==> src/design/sst_pkg.sv <==
// sst_pkg: shared widths, channel count and control types for the sample statistics tracker
// no dependencies; used by the channel interfaces, the code range tracker and the top level
package sst_pkg;

  localparam int TIME_W       = 64;
  localparam int COUNT_W      = 32;
  localparam int CODE_W       = 16;
  localparam int LANES        = 4;
  localparam int SENSOR_COUNT = 4;
  localparam int CODES_W      = CODE_W * LANES;

  // all ones before any interval has been seen
  localparam logic [COUNT_W-1:0] INTERVAL_NONE = '1;

  typedef logic [TIME_W-1:0]  time_word_t;
  typedef logic [COUNT_W-1:0] count_t;
  typedef logic [CODE_W-1:0]  code_t;
  typedef logic [CODES_W-1:0] codes_t;

  // control from the top level to the code range tracker
  typedef struct packed {
    logic update;  // a word moves into the result registers
    logic first;   // counter passes through one: load instead of compare
  } lane_ctl_t;

endpackage

==> src/design/sst_sample_if.sv <==
// sst_sample_if: valid/ready channel carrying one sampled record
// depends on sst_pkg
interface sst_sample_if;
  logic                 valid;
  logic                 ready;
  sst_pkg::time_word_t  capture_time;
  sst_pkg::count_t      read_duration;
  sst_pkg::count_t      lost_ticks;
  sst_pkg::codes_t      sensor_codes;

  modport source (output valid, capture_time, read_duration, lost_ticks, sensor_codes,
                  input ready);
  modport sink   (input valid, capture_time, read_duration, lost_ticks, sensor_codes,
                  output ready);
endinterface

==> src/design/sst_result_if.sv <==
// sst_result_if: valid/ready channel carrying the updated statistics
// depends on sst_pkg
interface sst_result_if;
  logic             valid;
  logic             ready;
  sst_pkg::count_t  sample_total;
  sst_pkg::count_t  overrun_total;
  sst_pkg::count_t  read_peak;
  sst_pkg::count_t  interval_low;
  sst_pkg::count_t  interval_high;
  sst_pkg::codes_t  code_lows;
  sst_pkg::codes_t  code_highs;

  modport source (output valid, sample_total, overrun_total, read_peak, interval_low,
                  interval_high, code_lows, code_highs, input ready);
  modport sink   (input valid, sample_total, overrun_total, read_peak, interval_low,
                  interval_high, code_lows, code_highs, output ready);
endinterface

==> src/design/sample_statistics_tracker_unit.sv <==
// sample_statistics_tracker_unit: running counts, peaks and min/max ranges per sampled record
// depends on sst_pkg, sst_sample_if, sst_result_if and sst_code_range
// an accepted word passes through the input register into the statistics registers, which drive the result word
// throughput: one word per cycle, set by the single input register feeding the statistics
// registers; while a finished result waits, the input register takes one more word, then stalls
// reset: synchronous rst empties both stages and restores the reset statistics
// (counters, peak and interval maximum zero, interval minimum all ones, no previous capture)
module sample_statistics_tracker_unit (
  input  logic         clk,
  input  logic         rst,
  sst_sample_if.sink   sample,
  sst_result_if.source result
);

  // input register stage
  logic                in_full;
  sst_pkg::time_word_t capture_time;
  sst_pkg::count_t     read_duration;
  sst_pkg::count_t     lost_ticks;
  sst_pkg::codes_t     sensor_codes;

  // statistics registers, which double as the result register
  logic                out_full;
  sst_pkg::count_t     sample_count;
  sst_pkg::count_t     overrun_sum;
  sst_pkg::count_t     read_time_peak;
  sst_pkg::count_t     period_minimum;
  sst_pkg::count_t     period_maximum;
  sst_pkg::time_word_t previous_capture;

  logic                advance;
  logic                have_previous;
  sst_pkg::count_t     interval;
  sst_pkg::lane_ctl_t  lane_ctl;

  // a word leaves the input register once the result slot is free or being emptied
  assign advance      = in_full && (!out_full || result.ready);
  assign sample.ready = !in_full || advance;

  always_ff @(posedge clk) begin
    if (rst) begin
      in_full <= 1'b0;
    end else if (sample.ready) begin
      in_full <= sample.valid;
    end
  end

  // payload needs no reset
  always_ff @(posedge clk) begin
    if (sample.valid && sample.ready) begin
      capture_time  <= sample.capture_time;
      read_duration <= sample.read_duration;
      lost_ticks    <= sample.lost_ticks;
      sensor_codes  <= sample.sensor_codes;
    end
  end

  // interval only needs the low half of the 64-bit difference
  assign have_previous = (previous_capture != '0);
  assign interval      = capture_time[sst_pkg::COUNT_W-1:0]
                       - previous_capture[sst_pkg::COUNT_W-1:0];

  always_ff @(posedge clk) begin
    if (rst) begin
      out_full         <= 1'b0;
      sample_count     <= '0;
      overrun_sum      <= '0;
      read_time_peak   <= '0;
      period_minimum   <= sst_pkg::INTERVAL_NONE;
      period_maximum   <= '0;
      previous_capture <= '0;
    end else begin
      if (advance) begin
        out_full         <= 1'b1;
        sample_count     <= sample_count + sst_pkg::count_t'(1);
        overrun_sum      <= overrun_sum + lost_ticks;
        previous_capture <= capture_time;
        if (read_duration > read_time_peak) begin
          read_time_peak <= read_duration;
        end
        // no interval until a non-zero capture time has been seen
        if (have_previous && (interval < period_minimum)) begin
          period_minimum <= interval;
        end
        if (have_previous && (interval > period_maximum)) begin
          period_maximum <= interval;
        end
      end else if (result.ready) begin
        out_full <= 1'b0;
      end
    end
  end

  // count going to one (first word, or first after a wrap) reloads the code ranges
  assign lane_ctl.update = advance;
  assign lane_ctl.first  = (sample_count == '0);

  sst_code_range u_code_range (
    .clk   (clk),
    .rst   (rst),
    .ctl   (lane_ctl),
    .codes (sensor_codes),
    .lows  (result.code_lows),
    .highs (result.code_highs)
  );

  assign result.valid         = out_full;
  assign result.sample_total  = sample_count;
  assign result.overrun_total = overrun_sum;
  assign result.read_peak     = read_time_peak;
  assign result.interval_low  = period_minimum;
  assign result.interval_high = period_maximum;

endmodule

==> src/design/sst_code_range.sv <==
// sst_code_range: per-channel minimum and maximum of the 16-bit sensor codes
// depends on sst_pkg; channels at or above the sensor count stay zero
module sst_code_range (
  input  logic               clk,
  input  logic               rst,
  input  sst_pkg::lane_ctl_t ctl,
  input  sst_pkg::codes_t    codes,
  output sst_pkg::codes_t    lows,
  output sst_pkg::codes_t    highs
);

  for (genvar ch = 0; ch < sst_pkg::LANES; ch++) begin : g_lane
    if (ch < sst_pkg::SENSOR_COUNT) begin : g_used
      sst_pkg::code_t code;
      sst_pkg::code_t low;
      sst_pkg::code_t high;

      assign code = codes[ch*sst_pkg::CODE_W +: sst_pkg::CODE_W];

      always_ff @(posedge clk) begin
        if (rst) begin
          low  <= '0;
          high <= '0;
        end else if (ctl.update) begin
          if (ctl.first || (code < low)) begin
            low <= code;
          end
          if (ctl.first || (code > high)) begin
            high <= code;
          end
        end
      end

      assign lows[ch*sst_pkg::CODE_W +: sst_pkg::CODE_W]  = low;
      assign highs[ch*sst_pkg::CODE_W +: sst_pkg::CODE_W] = high;
    end else begin : g_unused
      assign lows[ch*sst_pkg::CODE_W +: sst_pkg::CODE_W]  = '0;
      assign highs[ch*sst_pkg::CODE_W +: sst_pkg::CODE_W] = '0;
    end
  end

endmodule

==> src/flat_wrapper.sv <==
// flat-port wrapper written by rule: the top's interface ports become plain ports
module sample_statistics_tracker_unit_flat 
  (clk, rst, sample_valid, sample_capture_time, sample_read_duration, sample_lost_ticks, sample_sensor_codes, sample_ready, result_valid, result_sample_total, result_overrun_total, result_read_peak, result_interval_low, result_interval_high, result_code_lows, result_code_highs, result_ready);
  sst_sample_if sample_i ();
  sst_result_if result_i ();
  input  logic clk;
  input  logic rst;
  input wire logic [$bits(sample_i.valid)-1:0] sample_valid;
  input wire logic [$bits(sample_i.capture_time)-1:0] sample_capture_time;
  input wire logic [$bits(sample_i.read_duration)-1:0] sample_read_duration;
  input wire logic [$bits(sample_i.lost_ticks)-1:0] sample_lost_ticks;
  input wire logic [$bits(sample_i.sensor_codes)-1:0] sample_sensor_codes;
  output wire logic [$bits(sample_i.ready)-1:0] sample_ready;
  output wire logic [$bits(result_i.valid)-1:0] result_valid;
  output wire logic [$bits(result_i.sample_total)-1:0] result_sample_total;
  output wire logic [$bits(result_i.overrun_total)-1:0] result_overrun_total;
  output wire logic [$bits(result_i.read_peak)-1:0] result_read_peak;
  output wire logic [$bits(result_i.interval_low)-1:0] result_interval_low;
  output wire logic [$bits(result_i.interval_high)-1:0] result_interval_high;
  output wire logic [$bits(result_i.code_lows)-1:0] result_code_lows;
  output wire logic [$bits(result_i.code_highs)-1:0] result_code_highs;
  input wire logic [$bits(result_i.ready)-1:0] result_ready;
  assign sample_i.valid = sample_valid;
  assign sample_i.capture_time = sample_capture_time;
  assign sample_i.read_duration = sample_read_duration;
  assign sample_i.lost_ticks = sample_lost_ticks;
  assign sample_i.sensor_codes = sample_sensor_codes;
  assign sample_ready = sample_i.ready;
  assign result_valid = result_i.valid;
  assign result_sample_total = result_i.sample_total;
  assign result_overrun_total = result_i.overrun_total;
  assign result_read_peak = result_i.read_peak;
  assign result_interval_low = result_i.interval_low;
  assign result_interval_high = result_i.interval_high;
  assign result_code_lows = result_i.code_lows;
  assign result_code_highs = result_i.code_highs;
  assign result_i.ready = result_ready;
  sample_statistics_tracker_unit u_core (.clk(clk), .rst(rst), .sample(sample_i), .result(result_i));
endmodule
==> config.mk <==
export PLATFORM = sky130hd
export DESIGN_NAME = sample_statistics_tracker_unit_flat
export DESIGN_NICKNAME = d
export VERILOG_FILES = /design/src/design/sst_pkg.sv /design/src/design/sst_sample_if.sv /design/src/design/sst_result_if.sv /design/src/design/sample_statistics_tracker_unit.sv /design/src/design/sst_code_range.sv /design/src/flat_wrapper.sv
export SDC_FILE = /design/constraint.sdc
export NUM_CORES = 1
export LEC_CHECK = 0
export BUFFER_PORTS_ARGS = -buffer_cell sky130_fd_sc_hd__buf_2
export CAP_MARGIN = 40
export CORE_MARGIN = 3
export CORE_UTILIZATION = 40
export DETAILED_ROUTE_END_ITERATION = 8
export PLACE_DENSITY = 0.72
export SLEW_MARGIN = 20
export SYNTH_ARGS = -nofsm -noshare
export SYNTH_HDL_FRONTEND = slang
export SYNTH_SLANG_ARGS = --single-unit
==> constraint.sdc <==
create_clock -name clk -period 5.7 [get_ports clk]
set_input_delay 0.57 -clock clk [delete_from_list [all_inputs] [get_ports clk]]
set_output_delay 0.57 -clock clk [all_outputs]
set_load 0.02 [all_outputs]
* Word-level counts from Yosys, hierarchy flattened
Index checks and enable logic that the tools add are counted.
Operators by class: bitwise logic cells 0, mux-type cells 2, add/sub/neg operators 3, order comparisons 11, shift-type cells 0, reduce and logical (&&, ||, !) cells 30, equality and inequality tests 0, $mul 0, divide/modulo/power cells 0
Operator list (number):
- $gt A16 B16 Y1 | 4
- $gt A32 B32 Y1 | 2
- $lt A16 B16 Y1 | 4
- $reduce_bool A64 Y1 | 1
- $add A32 B1 Y32 const B | 1
- $add A32 B32 Y32 | 1
- $logic_not A32 Y1 | 1
- $lt A32 B32 Y1 | 1
- $sub A32 B32 Y32 | 1
- $reduce_and A2 Y1 | 11
- $logic_or A1 B1 Y1 | 10
- $logic_and A1 B1 Y1 | 4
- $logic_not A1 Y1 | 2
- $mux W1 | 2
- $reduce_bool A2 Y1 | 1
Word-level totals: memory bits (read-only) 0, output and inout bits 290, register bits 546, latch bits 0, memories 0, bits in writable memories 0, word-level logic and storage cells 66

* Logic depth before layout (Yosys ltp)
depth after elaboration 5, depth in mapped cells 24

* By module
A second synthesis with hierarchy kept.
Second synthesis, totals: cell total of the unflattened synthesis 2894, area, all modules 28274.6 µm²
Modules (own cells, without submodules):
- sample_statistics_tracker_unit | area an instance 19900.3 µm², times used 1, cells each 1969, seq. area each 10289.9 µm²
- sst_code_range | area an instance 8374.3 µm², times used 1, cells each 925, seq. area each 2562.5 µm²

* Worst setup path after synthesis
OpenSTA, ideal clock, no wires.
path kind input-to-reg, start point in result_ready, end point reg u_core.capture_time[0], enable pin, arrival time 5.251 ns, buffers on the path 0, stages 3, path slack -0.127 ns, path through nor2b_1 -> nand2_1 -> and2_1
On the way: longest elaborated chain between the ends 4
RTL lines:
- start: declaration | line flat_wrapper.sv:22 | input wire logic [$bits(result_i.ready)-1:0] result_ready;
- $logic_or A1 B1 Y1 | line sample_statistics_tracker_unit.sv:37 | assign advance = in_full && (!out_full || result.ready);
- $logic_and A1 B1 Y1 | line sample_statistics_tracker_unit.sv:37
- $logic_or A1 B1 Y1 | line sample_statistics_tracker_unit.sv:38 | assign sample.ready = !in_full || advance;
- net sample_ready | line flat_wrapper.sv:13 | output wire logic [$bits(sample_i.ready)-1:0] sample_ready;
- $logic_and A1 B1 Y1 | line sample_statistics_tracker_unit.sv:50 | if (sample.valid && sample.ready) begin
- end signal: assignment | line sample_statistics_tracker_unit.sv:51 | capture_time <= sample.capture_time;
- end: declaration | line sample_statistics_tracker_unit.sv:17 | sst_pkg::time_word_t capture_time;
The timed path passes the listed nets, and every way through them passes these cells. A chain may end at the register's enable or synchronous reset.

* Worst setup path in the final report
start point reg u_core.previous_capture[6], end point reg u_core.period_maximum[27], in the netlist u_core.result.interval_high[27]
On the way: longest elaborated chain between the ends 4, elaborated cells on any way between the ends 5, those cells by class add/sub (1); order compare (1); reduce/logical (3)
RTL lines:
- start: declaration | line sample_statistics_tracker_unit.sv:29 | sst_pkg::time_word_t previous_capture;
- start signal: assignment | line sample_statistics_tracker_unit.sv:77 | previous_capture <= capture_time;
- $sub A32 B32 Y32 | line sample_statistics_tracker_unit.sv:61 | - previous_capture[sst_pkg::COUNT_W-1:0];
- net u_core.interval[25] | line sample_statistics_tracker_unit.sv:33 | sst_pkg::count_t interval;
- $gt A32 B32 Y1 | line sample_statistics_tracker_unit.sv:85 | if (have_previous && (interval > period_maximum)) begin
- $logic_and A1 B1 Y1 | line sample_statistics_tracker_unit.sv:85
- $reduce_and A2 Y1 (no line)
- end signal: assignment | line sample_statistics_tracker_unit.sv:86 | period_maximum <= interval;
- end: declaration | line sample_statistics_tracker_unit.sv:28 | sst_pkg::count_t period_maximum;
The timed path passes the listed nets, and every way through them passes these cells.

==> results.sh <==
export IMPL_outcome="completed"
export IMPL_clockBufferDepth=3
export IMPL_final_util_pct=48.8
export IMPL_grt_overflow=0
export IMPL_syn_avg_cell_area_sq_um=9.71
export IMPL_slew_headroom_pct=35.3
export IMPL_die_y_um=268
export IMPL_post_place_ws_ns=0.353
export IMPL_fmax_mhz=190
export IMPL_post_dp_hpwl_mm=58.4
export IMPL_tns_ns=0
export IMPL_cts_tree="yes"
export IMPL_netlist_top_cells_area="dfxtp_1 (26%), edfxtp_1 (21%), ha_1 (13%)"
export IMPL_die_area_sq_um=72000
export IMPL_hold_buffers=0
export IMPL_rsz0062_at_grt="no"
export IMPL_post_drt_via_cell_ratio=5.15
export IMPL_layout_drive_gt1_share_pct=19.0
export IMPL_stdcell_count=4246
export IMPL_routed_wl_mm=78.1
export IMPL_synth_largest_area_cell="dfxtp_1"
export IMPL_die_w_um=268
export IMPL_wl_per_cell_um=18.4
export IMPL_setup_viol=0
export IMPL_min_path_type="in -> reg"
export IMPL_synth_flop_cell="dfxtp_1"
export IMPL_final_nets=3790
export IMPL_fin_ws_ns=0.450
export IMPL_core_sq_um=67600
export IMPL_crit_fanout=19
export IMPL_gp_congestion=0.913
export IMPL_cellPowerDensity_nw_per_um2=312
export IMPL_drtIter0Drc=1222
export IMPL_clk_latency_ns=0.64
export IMPL_cts_buffers_inserted=60
export IMPL_clock_sinks=546
export IMPL_drcViolationCount=0
export IMPL_post_place_cells=4119
export IMPL_irDropWorstVdd_mv=0.251
export IMPL_hp_start="sample_capture_time[18]"
export IMPL_fin_skew_ns=0.0499
export IMPL_drv_slew=0
export IMPL_cp_arrival_ns=5.74
export IMPL_final_common_cell="buf_2"
export IMPL_synth_area_sq_um=27500
export IMPL_areaGrowthSynthToFinish_pct=19.8
export IMPL_power_mw=10.3
export IMPL_fillCellCount=6324
export IMPL_fin_crit_ns=5.25
export IMPL_ys_seq_area_share_pct=46.7
export IMPL_clock_root_buffer="clkbuf_16"
export IMPL_synth_top_area_share_pct=25.7
export IMPL_syn_nets=3315
export IMPL_fp_row_count=95
export IMPL_ys_ff_latch=546
export IMPL_cp_end_kind="flip-flop"
export IMPL_drv_cap=0
export IMPL_grt_pass1_vias=21200
export IMPL_antenna_found_initial=21
export IMPL_layout_common_cells="buf_2 (485), dfxtp_1 (354), nand2_1 (317), inv_1 (284), ha_1 (283)"
export IMPL_p_leak_nw=14.9
export IMPL_grt_pass1_wl_mm=119
export IMPL_critPathLaunch="u_core.previous_capture[6]"
export IMPL_ios=486
export IMPL_critPathLaunchType="flip-flop"
export IMPL_ctsHtreeMaxLevel=2
export IMPL_cp_required_ns=6.19
export IMPL_vias=21900
export IMPL_tightest_slew_ns=0.970
export IMPL_path_class="reg -> reg"
export IMPL_rr_startpoint="u_core.previous_capture[6]"
export IMPL_gr_usage_all_layers_pct=21.0
export IMPL_clk_pin_slew_worst_paths_ns=0.06
export IMPL_synthArstFlopShare_pct=0
export IMPL_grt_max_degree=175
export IMPL_port_buffers=485
export IMPL_dr_pass1_iters=5
export IMPL_start_util_pct=40.7
export IMPL_ys_warn_count=0
export IMPL_post_synth_num_cell_types=67
export IMPL_fin_crit_sh_pct=92.1
export IMPL_netlist_instances=2834
export IMPL_synth_enable_flop_cells=192
export IMPL_finalHoldViolCount=0
export IMPL_postRouteAntennaNets=0
==> final timing paths <==
kind / endpoint / slack, ns / cells after the start
max: u_core.result.interval_high[27] / 0.45 / 20
min: u_core.capture_time[18] / 0.10 / 1
max reg2reg: u_core.result.interval_high[27] / 0.45 / 20
min reg2reg: u_core.previous_capture[51] / 0.45 / 2
==> layer usage <==
layer  wire [um]  share of wire (%)  up-vias  track usage [%]
li1            -                  -    10900                -
met1       32100                 41    10200             24.9
met2       36500                 47      587             35.3
met3        6560                8.4      150             7.26
met4        2740                3.5       18             7.68
met5         118               0.15        -                0
==> where the power goes <==
part           switching (mW)  total (mW)  leakage [nW]  internal [mW]
sequential              0.192        4.48          4.77           4.28
combinational            1.17        1.94          9.17          0.767
clock                    1.70        3.88         0.943           2.19
total                    3.06        10.3          14.9           7.24
==> Yosys cell counts, types with 37 or more instances <==
cell type,instances
nand2_1,317
mux2i_1,190
a21o_1,97
ha_1,283
clkbuf_1,79
o21ai_0,78
nor2_1,259
xor2_1,39
a21oi_1,205
edfxtp_1,192
inv_1,284
dfxtp_1,354
nand4_1,48
nand3_1,37
==> final cells by class <==
class | count | area, sq um | share of cell area [%]
sequential | 546 | 12900 | 39.0
antenna | 12 | 30.0 | 0.0911
timing repair buffer | 511 | 2700 | 8.18
tap | 873 | 1090 | 3.31
multi-input combinational | 1906 | 13300 | 40.2
clock inverter | 40 | 377 | 1.14
clock buffer | 74 | 1590 | 4.83
inverter | 284 | 1070 | 3.23
==> through the flow <==
| stage | hold WS (ns) | instance area [sq um] |
|---|---|---|
| 4_1_cts | 0.0613 | 32900 |
| 5_1_grt | 0.0733 | 33000 |
| 3_5_place_dp | 0.447 | 30900 |
| 3_3_place_gp | 0.442 | 30900 |
| 6_report | 0.103 | 33000 |
| 2_1_floorplan | 0.436 | 27500 |
==> registers in the layout, indices dropped and copies added, names as in the netlist <==
| register | cells |
|---|---|
| u_core.capture_time | 64 |
| u_core.in_full | 1 |
| u_core.lost_ticks | 32 |
| u_core.previous_capture | 64 |
| u_core.read_duration | 32 |
| u_core.result.interval_high | 32 |
| u_core.result.interval_low | 32 |
| u_core.result.overrun_total | 32 |
| u_core.result.read_peak | 32 |
| u_core.result.sample_total | 32 |
| u_core.result.valid | 1 |
| u_core.sensor_codes | 64 |
| u_core.u_code_range.g_lane.g_used.high | 64 |
| u_core.u_code_range.g_lane.g_used.low | 64 |
==> critical path: stages (launching register included) <==
cell	delay (ns)
dfxtp_1	0.35
inv_1	0.05
ha_1	0.35
a21o_1	0.20
a21oi_1	0.31
o21ai_0	0.22
a211oi_2	0.35
a21oi_2	0.16
o41ai_1	0.38
xnor2_1	0.31
ha_1	0.34
a21o_1	0.18
a21o_1	0.17
a211oi_1	0.21
o21ai_0	0.12
o32a_1	0.33
o311ai_4	0.31
inv_1	0.23
buf_4	0.27
o2111ai_1	0.12
o311ai_1	0.12
==> logic make-up (layout without fill, tap and decap cells) <==
kind of cell	after synthesis	count (layout)	share of synthesized area (%)
buf+inv	382	909	5.39
simple gates	833	833	13.6
compound gates	524	524	12.1
flops	546	546	46.7
fa+ha+maj	285	285	13.0
other cells	0	12	0
xor+xnor	74	74	2.35
mux	190	190	6.91
==> what timing repair did <==
| item | 4_1_cts | 5_1_grt |
|---|---|---|
| endpoints found under the setup margin | 0 | 25 |
| gates resized for setup | 0 | 4 |
| buffers inserted | 0 | 0 |
No activity file was read; power rests on OpenSTA's default activity.
